===== src/rtl/lcdr_pkg.sv =====
`timescale 1ns / 1ps
`default_nettype none
package lcdr_pkg;

  localparam int unsigned N_WORDS_DEF    = 1024;
  localparam int unsigned COUNT_BITS     = 8;
  localparam int unsigned WEIGHT_BITS    = 32;
  localparam int unsigned FRAC_BITS      = 16;
  localparam int unsigned ACC_BITS       = 48;
  localparam int unsigned RATE_BITS      = 16;
  localparam int unsigned EPROD_BITS     = WEIGHT_BITS + COUNT_BITS + 1;
  localparam int unsigned UPROD_BITS     = WEIGHT_BITS + RATE_BITS + 1;
  localparam int unsigned HI_BITS        = UPROD_BITS - FRAC_BITS;
  localparam int unsigned TERM_BITS      = HI_BITS + COUNT_BITS + 2;
  localparam logic [RATE_BITS-1:0] RATE_RESET = 16'd3277;
  localparam logic signed [63:0] ONE_Q = 64'sd65536;

  typedef enum logic [1:0] {
    OP_LOAD_W  = 2'd0,
    OP_TRAIN   = 2'd1,
    OP_PREDICT = 2'd2,
    OP_LOAD_B  = 2'd3
  } op_e;

  localparam logic KIND_PREDICT = 1'b0;
  localparam logic KIND_TRAIN   = 1'b1;

  typedef struct packed {
    op_e                     operation;
    logic [COUNT_BITS-1:0]   feature_count;
    logic signed [31:0]      weight_value;
    logic                    label;
    logic                    last;
  } in_t;

  typedef struct packed {
    logic               result_kind;
    logic               predicted_class;
    logic signed [31:0] score;
    logic signed [31:0] error_value;
  } out_t;

  typedef enum logic [3:0] {
    ST_CLEAR,
    ST_IDLE,
    ST_FETCH,
    ST_ACC,
    ST_FINISH,
    ST_RATE,
    ST_BIAS,
    ST_UPD_RD,
    ST_UPD_MUL,
    ST_UPD_WR
  } state_e;

  function automatic logic signed [31:0] sat32(input logic signed [63:0] x);
    logic signed [63:0] hi_lim;
    logic signed [63:0] lo_lim;
    hi_lim = 64'sd2147483647;
    lo_lim = -64'sd2147483648;
    if (x > hi_lim) sat32 = 32'sh7fffffff;
    else if (x < lo_lim) sat32 = 32'sh80000000;
    else sat32 = x[31:0];
  endfunction

  function automatic logic signed [ACC_BITS-1:0] sat48(input logic signed [63:0] x);
    logic signed [63:0] hi_lim;
    logic signed [63:0] lo_lim;
    hi_lim = (64'sd1 <<< (ACC_BITS - 1)) - 64'sd1;
    lo_lim = -(64'sd1 <<< (ACC_BITS - 1));
    if (x > hi_lim) sat48 = hi_lim[ACC_BITS-1:0];
    else if (x < lo_lim) sat48 = lo_lim[ACC_BITS-1:0];
    else sat48 = x[ACC_BITS-1:0];
  endfunction

endpackage
`default_nettype wire


===== src/rtl/lcdr_step.sv =====
`timescale 1ns / 1ps
`default_nettype none
module lcdr_step (
  input  wire logic                                   clk_i,
  input  wire logic                                   en_i,
  input  wire logic signed [lcdr_pkg::HI_BITS-1:0]    hi_i,
  input  wire logic [lcdr_pkg::FRAC_BITS-1:0]         lo_i,
  input  wire logic [lcdr_pkg::COUNT_BITS-1:0]        count_i,
  output logic signed [lcdr_pkg::TERM_BITS-1:0]       term_o
);
  import lcdr_pkg::*;

  localparam int unsigned LOP_BITS = FRAC_BITS + COUNT_BITS + 1;

  logic signed [HI_BITS+COUNT_BITS:0] hi_prod;
  logic [LOP_BITS-1:0]                lo_prod;
  logic [COUNT_BITS:0]                rnd;

  // step = hi*count + round-half-up of the fractional part times count
  always_comb begin
    hi_prod = hi_i * $signed({1'b0, count_i});
    lo_prod = LOP_BITS'(lo_i) * LOP_BITS'(count_i) + LOP_BITS'(1 << (FRAC_BITS - 1));
    rnd     = lo_prod[LOP_BITS-1:FRAC_BITS];
  end

  always_ff @(posedge clk_i) begin
    if (en_i) term_o <= TERM_BITS'(hi_prod) + $signed(TERM_BITS'({1'b0, rnd}));
  end

endmodule
`default_nettype wire


===== config.mk =====
export PLATFORM = sky130hd
export DESIGN_NAME = lcdr_step
export DESIGN_NICKNAME = d
export VERILOG_FILES = /design/src/rtl/lcdr_pkg.sv /design/src/rtl/lcdr_step.sv
export SDC_FILE = /design/constraint.sdc
export NUM_CORES = 1
export LEC_CHECK = 0
export ABC_CLOCK_PERIOD_IN_PS = 11690
export BUFFER_PORTS_ARGS = -buffer_cell sky130_fd_sc_hd__buf_2
export CAP_MARGIN = 25
export CORE_MARGIN = 8
export CORE_UTILIZATION = 37
export DETAILED_ROUTE_END_ITERATION = 10
export SYNTH_ARGS = -nofsm -noshare
export SYNTH_HDL_FRONTEND = slang
export SYNTH_SLANG_ARGS = --single-unit

===== constraint.sdc =====
create_clock -name clk_i -period 11.69 [get_ports clk_i]
set_input_delay 1.7535 -clock clk_i [delete_from_list [all_inputs] [get_ports clk_i]]
set_output_delay 1.7535 -clock clk_i [all_outputs]
set_load 0.02 [all_outputs]

---- After elaboration in Yosys (flattened, before gate mapping) ----
Cells that the tools add are included.
operators by class
  add/sub/neg operators ................... 2
  multipliers ............................. 2
operators with widths
  operator                                                           count
  42-bit by 10-bit adder with 43-bit output                          1
  33-bit by 9-bit multiplier with 42-bit output                      1
  24-bit by 16-bit adder with 25-bit output (second input constant)  1
  16-bit by 8-bit multiplier with 24-bit output                      1
storage, ports and cells
  register bits after elaboration ......... 43
  output and inout bits ................... 43

---- Longest topological paths before layout ----
Gate-level depths: netlist of run 1.
  word-level depth ........................ 3
  gate-level depth with buffers ........... 32
  mapped depth without buffers ............ 30

---- Worst setup path before layout of run 1 ----
No wires, ideal clock.
  path type ............................... input-to-reg
  from .................................... in count_i[4] (netlist name)
  to ...................................... reg term_o[41] (netlist name) (data pin)
  library setup time ...................... 0.265 ns
  data arrival time ....................... 8.568 ns
  path slack .............................. 2.857 ns
  stages on the path ...................... 30
  cell sequence ........................... clkbuf_1 clkbuf_1 and2_1 fa_1 fa_1 fa_1 inv_1 fa_1 inv_1 ha_1 a221oi_1 nand2_1 a31oi_1 a211oi_1 o211a_1 o21a_1 o21a_1 or2_1 fa_1 inv_1 ha_1 a21o_1 a221oi_4 o211ai_2 a21oi_2 nand3_1 a21oi_1 o21a_1 a41oi_1 xor2_1
between the ends
  longest elaborated chain between the ends .. 3
  elaborated cells between the ends (all ways) .. 4
RTL lines
  element                                        line             source
  start: declaration                             lcdr_step.sv:8   input wire logic [lcdr_pkg::COUNT_BITS-1:0] count_i,
  16-bit by 8-bit multiplier with 24-bit output  lcdr_step.sv:22  lo_prod = LOP_BITS'(lo_i) * LOP_BITS'(count_i) + LOP_BITS'(1 << (FRAC_BITS - 1));
  24-bit by 16-bit adder with 25-bit output      lcdr_step.sv:22
  42-bit by 10-bit adder with 43-bit output (*)  lcdr_step.sv:27  if (en_i) term_o <= TERM_BITS'(hi_prod) + $signed(TERM_BITS'({1'b0, rnd}));
  end signal: assignment                         lcdr_step.sv:27
  end: declaration                               lcdr_step.sv:9   output logic signed [lcdr_pkg::TERM_BITS-1:0] term_o
Mark *: on every way between the ends. The rest lies on a longest branch, timed or not.
A chain may end at the register's enable or synchronous reset.

---- Worst setup path in the final report of run 1 ----
  from .................................... in count_i[4] (netlist name)
  to ...................................... reg term_o[42] (netlist name) (data pin)
Same word-level chain as after synthesis.

==> results of run 1 <==
-- cell families (layout without fill, tap and decap cells) --
family / Yosys count / after routing / share of synthesized area (%)
flip-flops: 43 / 43 / 8.587
buffers and inverters: 415 / 483 / 10.42
AO/OA/AOI/OAI: 148 / 148 / 6.648
AND/OR/NAND/NOR: 474 / 474 / 17.21
XOR/XNOR: 49 / 49 / 2.854
adder cells (fa/ha/maj): 476 / 476 / 54.29
other: 0 / 1 / 0
-- metrics by stage --
stage	area, µm²	hold WS (ns)	power (µW)
2_1_floorplan	15040	1.866	3048
3_3_place_gp	16060	2.201	3862
3_5_place_dp	16060	2.204	3869
4_1_cts	16230	2.003	4115
5_1_grt	16260	2.027	4559
6_report	16260	1.979	4042
-- final cells by class --
class	instances	area [µm²]	share of cell area [%]
multi-input cells	1147	12180	74.91
inverters	369	1385	8.519
flip-flops and latches	43	1291	7.942
well taps	532	665.6	4.094
repair buffers	106	563.0	3.463
clock buffers	5	125.1	0.7696
clock inverters	3	46.29	0.2847
diodes	1	2.502	0.01539
-- layout by cell type (no fill, tap or decap), types with 6 or more instances in the layout --
cell and instances:
nor2_1 16, a21o_1 20, a21oi_1 46, edfxtp_1 43
xor2_1 18, nand2_1 137, xnor2_1 31, nor3_1 6
o21a_1 10, buf_2 101, o21ai_1 13, nand4_1 7
fa_1 294, nand3_1 14, and2_1 275, inv_1 369
o21bai_1 6, o21ai_0 12, ha_1 182
-- layer usage --
layer | GRT usage (%) | vias to the layer above
li1 | - | 5025
met1 | 20.70 | 5351
met2 | 27.26 | 156
met3 | 2.497 | 20
met4 | 2.254 | 0
met5 | 0 | -
-- worst max path at each step --
stage	startpoint	endpoint	slack (ns)	depth (start not counted)
finish	count_i[4]	term_o[42]$_DFFE_PP_	1.75	30
global route	count_i[4]	term_o[42]$_DFFE_PP_	1.22	30
CTS	count_i[3]	term_o[42]$_DFFE_PP_	1.69	30
detailed placement	count_i[3]	term_o[42]$_DFFE_PP_	1.36	30
global placement	count_i[3]	term_o[42]$_DFFE_PP_	1.44	30
floorplan	count_i[4]	term_o[41]$_DFFE_PP_	2.86	30
-- power by group --
part / internal [µW] / switching [µW] / leakage [µW] / total, µW
clock: 102 / 80.1 / 0.0000804 / 182
sequential: 411 / 28.4 / 0.000421 / 439
combinational: 1410 / 2010 / 0.00797 / 3420
==> impl_metrics.yaml, run 1 <==
run_status:
  status: "complete, no violations"
cts:
  cts_buffer_depth: 2
  path_clk_slew_ns: 0.09
  cts.htree.levels: 2
  clock_sinks: 43
  cts_setup_buffers: 0
  cts_resized: 0
  cts-root-buf: "clkbuf_16"
  ctsHoldBuffers: 0
  cts_tree: "done"
  cts_buffers: 5
layout:
  stdcell_count: 2206
  top_register: "term_o"
  largest_register_ff_count: 43
  nets: 2207
  finalCoreUtilization_pct: 40.18
  reg.largest.list: "term_o x43"
  nFillCells: 3999
  area_delta_synth_final_pct: 8.121
  layout-drive-gt1-share_pct: 7.651
timing:
  relSlewSlack_pct: 39.57
  finalSetupViolations: 0
  period_needed_ns: 9.936
  worst_pin_slew_ns: 0.9065
  rsz0062_at_grt: "no"
  setup_ws_ns: 1.754
  finalHoldViolCount: 0
  fin_crit_sh_pct: 85.00
  fin_tns_setup_ns: 0
  fmax_mhz: 100.6
  report.final.slew_viol_count: 0
worst_setup_path:
  end_kind: "flip-flop"
  crit_top_cell: "fa_1"
  arrival_ns: 10.00
  worstSetupPathType: "input port to flip-flop"
  cp_slowest_stage_delay_ns: 0.69
  crit_family: "compound AO/OA/AOI/OAI gates"
  startpoint_type: "input port"
  cp_slowest_cell: "a2111oi_1"
  critPathMaxFanout: 49
  crit_required_ns: 11.75
  critPathBufInv: 5
detailed_routing:
  wl_met2_um: 17710
  vias_per_cell: 4.783
  wl_met3_um: 1491
  vias: 10552
  routed_wl_um: 35580
  drt_pass1_iterations: 5
  ant_nets: 0
  drc: 0
  route.layer.met1.wl_um: 16060
  wire_per_inst_um: 16.13
  highest_layer: "met4"
  drtIter0Drc: 468
yosys:
  syn-cell-area_mm2: 0.01504
  ys.flop_type: "edfxtp_1"
  synthTopCellsByArea: "fa_1 39%, ha_1 15%, and2_1 11%"
  yosysWarnings: 0
  yosysTopAreaCell: "fa_1"
  synth_seq_cells: 43
  async_reset_ff_share_pct: 0
  synth-edff-count: 43
  synth_nets: 2140
  avgSynthCellArea_um2: 9.369
  synth_top_cell_area_share_pct: 39.14
  synth.yosys.seq_area_share_pct: 8.587
  yosysMostFrequentCell: "inv_1"
  synthCells: 1605
  ys_types: 54
  synth.top_cells.by_count: "369 x inv_1, 294 x fa_1, 275 x and2_1"
floorplan:
  initial_core_util_pct: 37.16
  rows: 74
  die_h_um: 217.6
  fp.dieArea_mm2: 0.04735
  fp.coreArea_mm2: 0.04046
  ioPinCount: 102
  fp.dieW_um: 217.6
global_routing:
  grt_use_total_pct: 15.65
  antenna_found_initial: 1
  grt_max_degree: 50
  grt_pass1_wl_um: 60220
  grt_pass1_vias: 11669
  gr-total-overflow: 0
min_path:
  min_to: "term_o[22]$_DFFE_PP_"
  hp-start: "en_i"
  min_path_cells: 1
  hp-class: "input port to flip-flop"
place:
  dp_slack_ns: 1.361
  dp_hpwl_um: 28980
  gp_congestion: 0.8493
  io_buffers: 101
  place_inst: 2196
power_and_ir_drop:
  powerDensity_mw_per_mm2: 248.6
  ir_drop_mv: 0.1065
  leakagePower_uw: 0.008472
flow_run:
  maxCapViolCount: 0
No activity file was read; power rests on OpenSTA's default activity.
==> run 2, diff against run 1 <==
--- a/config.mk
+++ b/config.mk
@@ -5,7 +5,7 @@
 export SDC_FILE = /design/constraint.sdc
 export NUM_CORES = 1
 export LEC_CHECK = 0
-export ABC_CLOCK_PERIOD_IN_PS = 11690
+export ABC_CLOCK_PERIOD_IN_PS = 10100
 export BUFFER_PORTS_ARGS = -buffer_cell sky130_fd_sc_hd__buf_2
 export CAP_MARGIN = 25
 export CORE_MARGIN = 8
==> constraint.sdc (replaced) <==
create_clock -name clk_i -period 10.1 [get_ports clk_i]
set_input_delay 1.515 -clock clk_i [delete_from_list [all_inputs] [get_ports clk_i]]
set_output_delay 1.515 -clock clk_i [all_outputs]
set_load 0.02 [all_outputs]
==> run 2 against run 1 <==
Compared with the run above: design area up 0.46%; combinational power up 17%; via count up 0.68%; core utilization up 0.19 points; largest power group unchanged; setup slack worse by 0.84 ns; global-route usage down 0.056 points; critical path type unchanged.
==> impl_metrics.yaml, run 2 (same netlist as run 1, synthesis figures left out) <==
global_routing:
  busiest_layer: "met2"
  grt_pass1_vias: 11418
  met2_usage_pct: 26.46
  grt_pass1_wl_um: 60010
  gr-total-overflow: 0
  grt_max_degree: 44
  grt_use_met3_pct: 2.039
  antenna_found_initial: 1
  grt_use_total_pct: 15.60
  met1_usage_pct: 21.30
detailed_routing:
  drtIter0Drc: 560
  drc: 0
  drt_pass1_iterations: 5
  wire_per_inst_um: 16.00
  vias_per_cell: 4.794
  vias: 10624
  routed_wl_um: 35450
  ant_nets: 0
min_path:
  min_path_cells: 1
  hp-class: "input port to flip-flop"
layout:
  area_delta_synth_final_pct: 8.621
  reg.largest.list: "term_o x43"
  final_common_cell: "inv_1"
  layout-drive-gt1-share_pct: 8.200
  top_register: "term_o"
  final_cell_mix: "369 x inv_1, 294 x fa_1, 275 x and2_1"
  largest_register_ff_count: 43
  nets: 2217
  stdcell_count: 2216
floorplan:
  fp.dieArea_mm2: 0.04735
  ioPinCount: 102
  fp.coreArea_mm2: 0.04046
  fp.dieW_um: 217.6
  initial_core_util_pct: 37.16
  die_h_um: 217.6
  rows: 74
power_and_ir_drop:
  p_switching_uw: 2485
  leakagePower_uw: 0.008521
  powerDensity_mw_per_mm2: 288.9
  p_total_uw: 4719
  p_comb_share_pct: 84.9
  ir_drop_mv: 0.1872
  power_frac_seq_pct: 10.7
  sw_frac_of_total_pct: 52.66
  power_frac_clock_pct: 4.4
  internal-power_uw: 2234
place:
  place_inst: 2206
  io_buffers: 101
  dp_hpwl_um: 29610
  gp_congestion: 0.8406
timing:
  fin_crit_sh_pct: 90.95
  finalSetupViolations: 0
  fmax_mhz: 108.9
  holdWs_ns: 1.736
  period_needed_ns: 9.186
  relSlewSlack_pct: 51.31
  finalHoldViolCount: 0
  worst_pin_slew_ns: 0.7227
  rsz0062_at_grt: "no"
  report.final.slew_viol_count: 0
  fin_tns_setup_ns: 0
worst_setup_path:
  crit_required_ns: 10.16
  startpoint_type: "input port"
  critPathMaxFanout: 18
  arrival_ns: 9.25
  worstSetupPathType: "input port to flip-flop"
  cp_slowest_cell: "fa_1"
  cp_slowest_stage_delay_ns: 0.54
  crit_top_cell: "fa_1"
  end_kind: "flip-flop"
cts:
  cts_buffers: 5
  path_clk_slew_ns: 0.09
  cts_resized: 0
  cts.htree.levels: 2
  clock_sinks: 43
  cts_tree: "done"
  cts_buffer_depth: 2
  cts_setup_buffers: 0
  ctsHoldBuffers: 0
  cts-root-buf: "clkbuf_16"
run_status:
  status: "complete, no violations"
flow_run:
  maxCapViolCount: 0
## run 2: final cells by class
cell class              instances  area [µm²]
fillers                      4030       24130
multi-input cells            1147       12180
inverters                     369        1385
flip-flops and latches         43        1291
well taps                     532       665.6
repair buffers                116       638.1
clock buffers                   5       125.1
clock inverters                 3       46.29
diodes                          1       2.502
## run 2: power groups by stage
stage | clock (µW) | combinational (µW) | sequential (µW)
global placement | 0 | 3980 | 510
global route | 217 | 4560 | 517
CTS | 214 | 4050 | 508
floorplan | 0 | 2900 | 626
finish | 208 | 4010 | 506
detailed placement | 0 | 3990 | 503
## run 2: final timing paths
| kind | start | end | slack [ns] |
|---|---|---|---|
| setup / recovery | count_i[2] | term_o[42]$_DFFE_PP_ | 0.91 |
| hold / removal | en_i | term_o[12]$_DFFE_PP_ | 1.74 |
## run 2: metrics by stage
stage,instance area [µm²],util [%],setup slack (ns)
finish,16330,40.37,0.9137
global placement,16130,39.87,0.6415
floorplan,15040,-,1.505
CTS,16300,40.29,0.8654
global route,16330,40.36,0.3565
detailed placement,16130,39.87,0.5510
## run 2: worst max-delay path, delay by kind of cell
kind                     cells  cell delay (ns)
adder cells (fa/ha/maj)      7             2.96
buffers and inverters        6             0.91
XOR/XNOR                     1             0.09
AND/OR/NAND/NOR              5             0.83
AO/OA/AOI/OAI               12             2.91
## run 2: metal layers
layer  up-vias  share of wire, %  routed length, µm
li1       5036                 -                  -
met1      5398                45              16070
met2       164                50              17650
met3        26               3.6               1287
met4         0               1.2                442
met5         -                 0                  0
==> run 3, diff against run 2 <==
--- a/config.mk
+++ b/config.mk
@@ -10,6 +10,7 @@
 export CAP_MARGIN = 25
 export CORE_MARGIN = 8
 export CORE_UTILIZATION = 37
+export CTS_BUF_LIST = sky130_fd_sc_hd__clkbuf_8
 export DETAILED_ROUTE_END_ITERATION = 10
 export SYNTH_ARGS = -nofsm -noshare
 export SYNTH_HDL_FRONTEND = slang
==> run 3 against run 2 <==
Compared with the run above: die area unchanged; global-route usage is essentially flat; core utilization shrank 0.14 points; non-clock buffer count is the same; clock-buffer cell count is the same; design area down 0.34%; via count up 0.24%; flip-flop and latch count stayed put; critical path depth unchanged; hold slack got worse by 0.041 ns; sequential power barely moved; maximum frequency grew 0.61%; largest cell class unchanged.
==> impl_metrics.yaml, run 3 (same netlist as run 1, synthesis figures left out) <==
run_status:
  status: "complete, no violations"
power_and_ir_drop:
  ir_drop_mv: 0.1329
  leakagePower_uw: 0.008495
  sw_frac_of_total_pct: 53.05
  power_frac_seq_pct: 10.8
  p_switching_uw: 2475
  powerDensity_mw_per_mm2: 286.6
  p_comb_share_pct: 85.8
  internal-power_uw: 2191
  power_frac_clock_pct: 3.4
cts:
  cts.htree.levels: 2
  ctsHoldBuffers: 0
  clock_sinks: 43
  cts_resized: 0
  cts_buffers: 5
  path_clk_slew_ns: 0.13
  cts_buffer_depth: 2
  cts_tree: "done"
  cts-root-buf: "clkbuf_8"
  cts_setup_buffers: 0
worst_setup_path:
  critPathMaxFanout: 21
  crit_required_ns: 10.19
  cp_slowest_cell: "fa_1"
  worstSetupPathType: "input port to flip-flop"
  startpoint_type: "input port"
  crit_family: "adder cells"
  end_kind: "flip-flop"
  arrival_ns: 9.22
  crit_top_cell: "fa_1"
  cp_slowest_stage_delay_ns: 0.54
  critPathBufInv: 6
place:
  gp_congestion: 0.8406
  place_inst: 2206
  dp_hpwl_um: 29610
  io_buffers: 101
layout:
  area_delta_synth_final_pct: 8.246
  nets: 2217
  stdcell_count: 2216
  final_cell_mix: "369 x inv_1, 294 x fa_1, 275 x and2_1"
  final_common_cell: "inv_1"
  reg.largest.list: "term_o x43"
  nFillCells: 4035
  largest_register_ff_count: 43
  top_register: "term_o"
  layout-drive-gt1-share_pct: 8.200
detailed_routing:
  ant_nets: 0
  routed_wl_um: 35510
  drtIter0Drc: 586
  vias: 10649
  drt_pass1_iterations: 5
  vias_per_cell: 4.806
  drc: 0
  wire_per_inst_um: 16.02
timing:
  report.final.slew_viol_count: 0
  period_needed_ns: 9.131
  fin_crit_sh_pct: 90.40
  worst_pin_slew_ns: 0.7442
  finalSetupViolations: 0
  fin_tns_setup_ns: 0
  finalHoldViolCount: 0
  relSlewSlack_pct: 49.87
  rsz0062_at_grt: "no"
  fmax_mhz: 109.5
min_path:
  hp-start: "en_i"
  min_path_cells: 1
  min_to: "term_o[12]$_DFFE_PP_"
  hp-class: "input port to flip-flop"
floorplan:
  ioPinCount: 102
  rows: 74
  fp.coreArea_mm2: 0.04046
  fp.dieArea_mm2: 0.04735
  initial_core_util_pct: 37.16
  fp.dieW_um: 217.6
  die_h_um: 217.6
global_routing:
  grt_max_degree: 44
  grt_pass1_vias: 11431
  gr-total-overflow: 0
  antenna_found_initial: 1
  grt_use_total_pct: 15.57
  grt_pass1_wl_um: 60000
flow_run:
  maxCapViolCount: 0
==> run 3: cell type report <==
cell class,count,area [µm²],area share (%)
clock buffers,5,68.82,0.4228
diodes,1,2.502,0.01537
well taps,532,665.6,4.089
clock inverters,3,46.29,0.2844
flip-flops and latches,43,1291,7.933
multi-input cells,1147,12180,74.83
repair buffers,116,638.1,3.920
inverters,369,1385,8.509
==> run 3: stage by stage <==
| step | power (µW) | util (%) | hold slack (ns) | cell area, µm² | setup slack (ns) |
|---|---|---|---|---|---|
| after CTS | 4724 | 40.15 | 1.737 | 16250 | 0.8949 |
| after floorplan | 3528 | - | 1.628 | 15040 | 1.505 |
| after detailed placement | 4496 | 39.87 | 1.965 | 16130 | 0.5510 |
| after global routing | 5244 | 40.22 | 1.722 | 16270 | 0.3906 |
| after global placement | 4488 | 39.87 | 1.963 | 16130 | 0.6415 |
| final | 4665 | 40.23 | 1.694 | 16280 | 0.9694 |
==> run 3: power by group through the flow <==
stage                     clock network [µW]  logic [µW]  registers (µW)
after floorplan                            0        2900             626
after global placement                     0        3980             510
after detailed placement                   0        3990             503
after CTS                                163        4050             507
after global routing                     168        4560             517
final                                    158        4000             505
==> run 3: worst max path at each step <==
stage                           from              endpoint  slack [ns]  cells after the start
final                     count_i[3]  term_o[42]$_DFFE_PP_        0.97                     31
after global placement    count_i[1]  term_o[42]$_DFFE_PP_        0.64                     30
after global routing      count_i[2]  term_o[42]$_DFFE_PP_        0.39                     31
after CTS                 count_i[2]  term_o[42]$_DFFE_PP_        0.89                     31
after detailed placement  count_i[2]  term_o[42]$_DFFE_PP_        0.55                     31
after floorplan           count_i[4]  term_o[41]$_DFFE_PP_        1.51                     30
==> run 3: metal layers <==
layer	part of all wire [%]	vias up	track usage, %
li1	-	5036	-
met1	45	5410	21.26
met2	50	175	26.51
met3	3.6	28	2.039
met4	1.1	0	2.525
met5	0	-	0
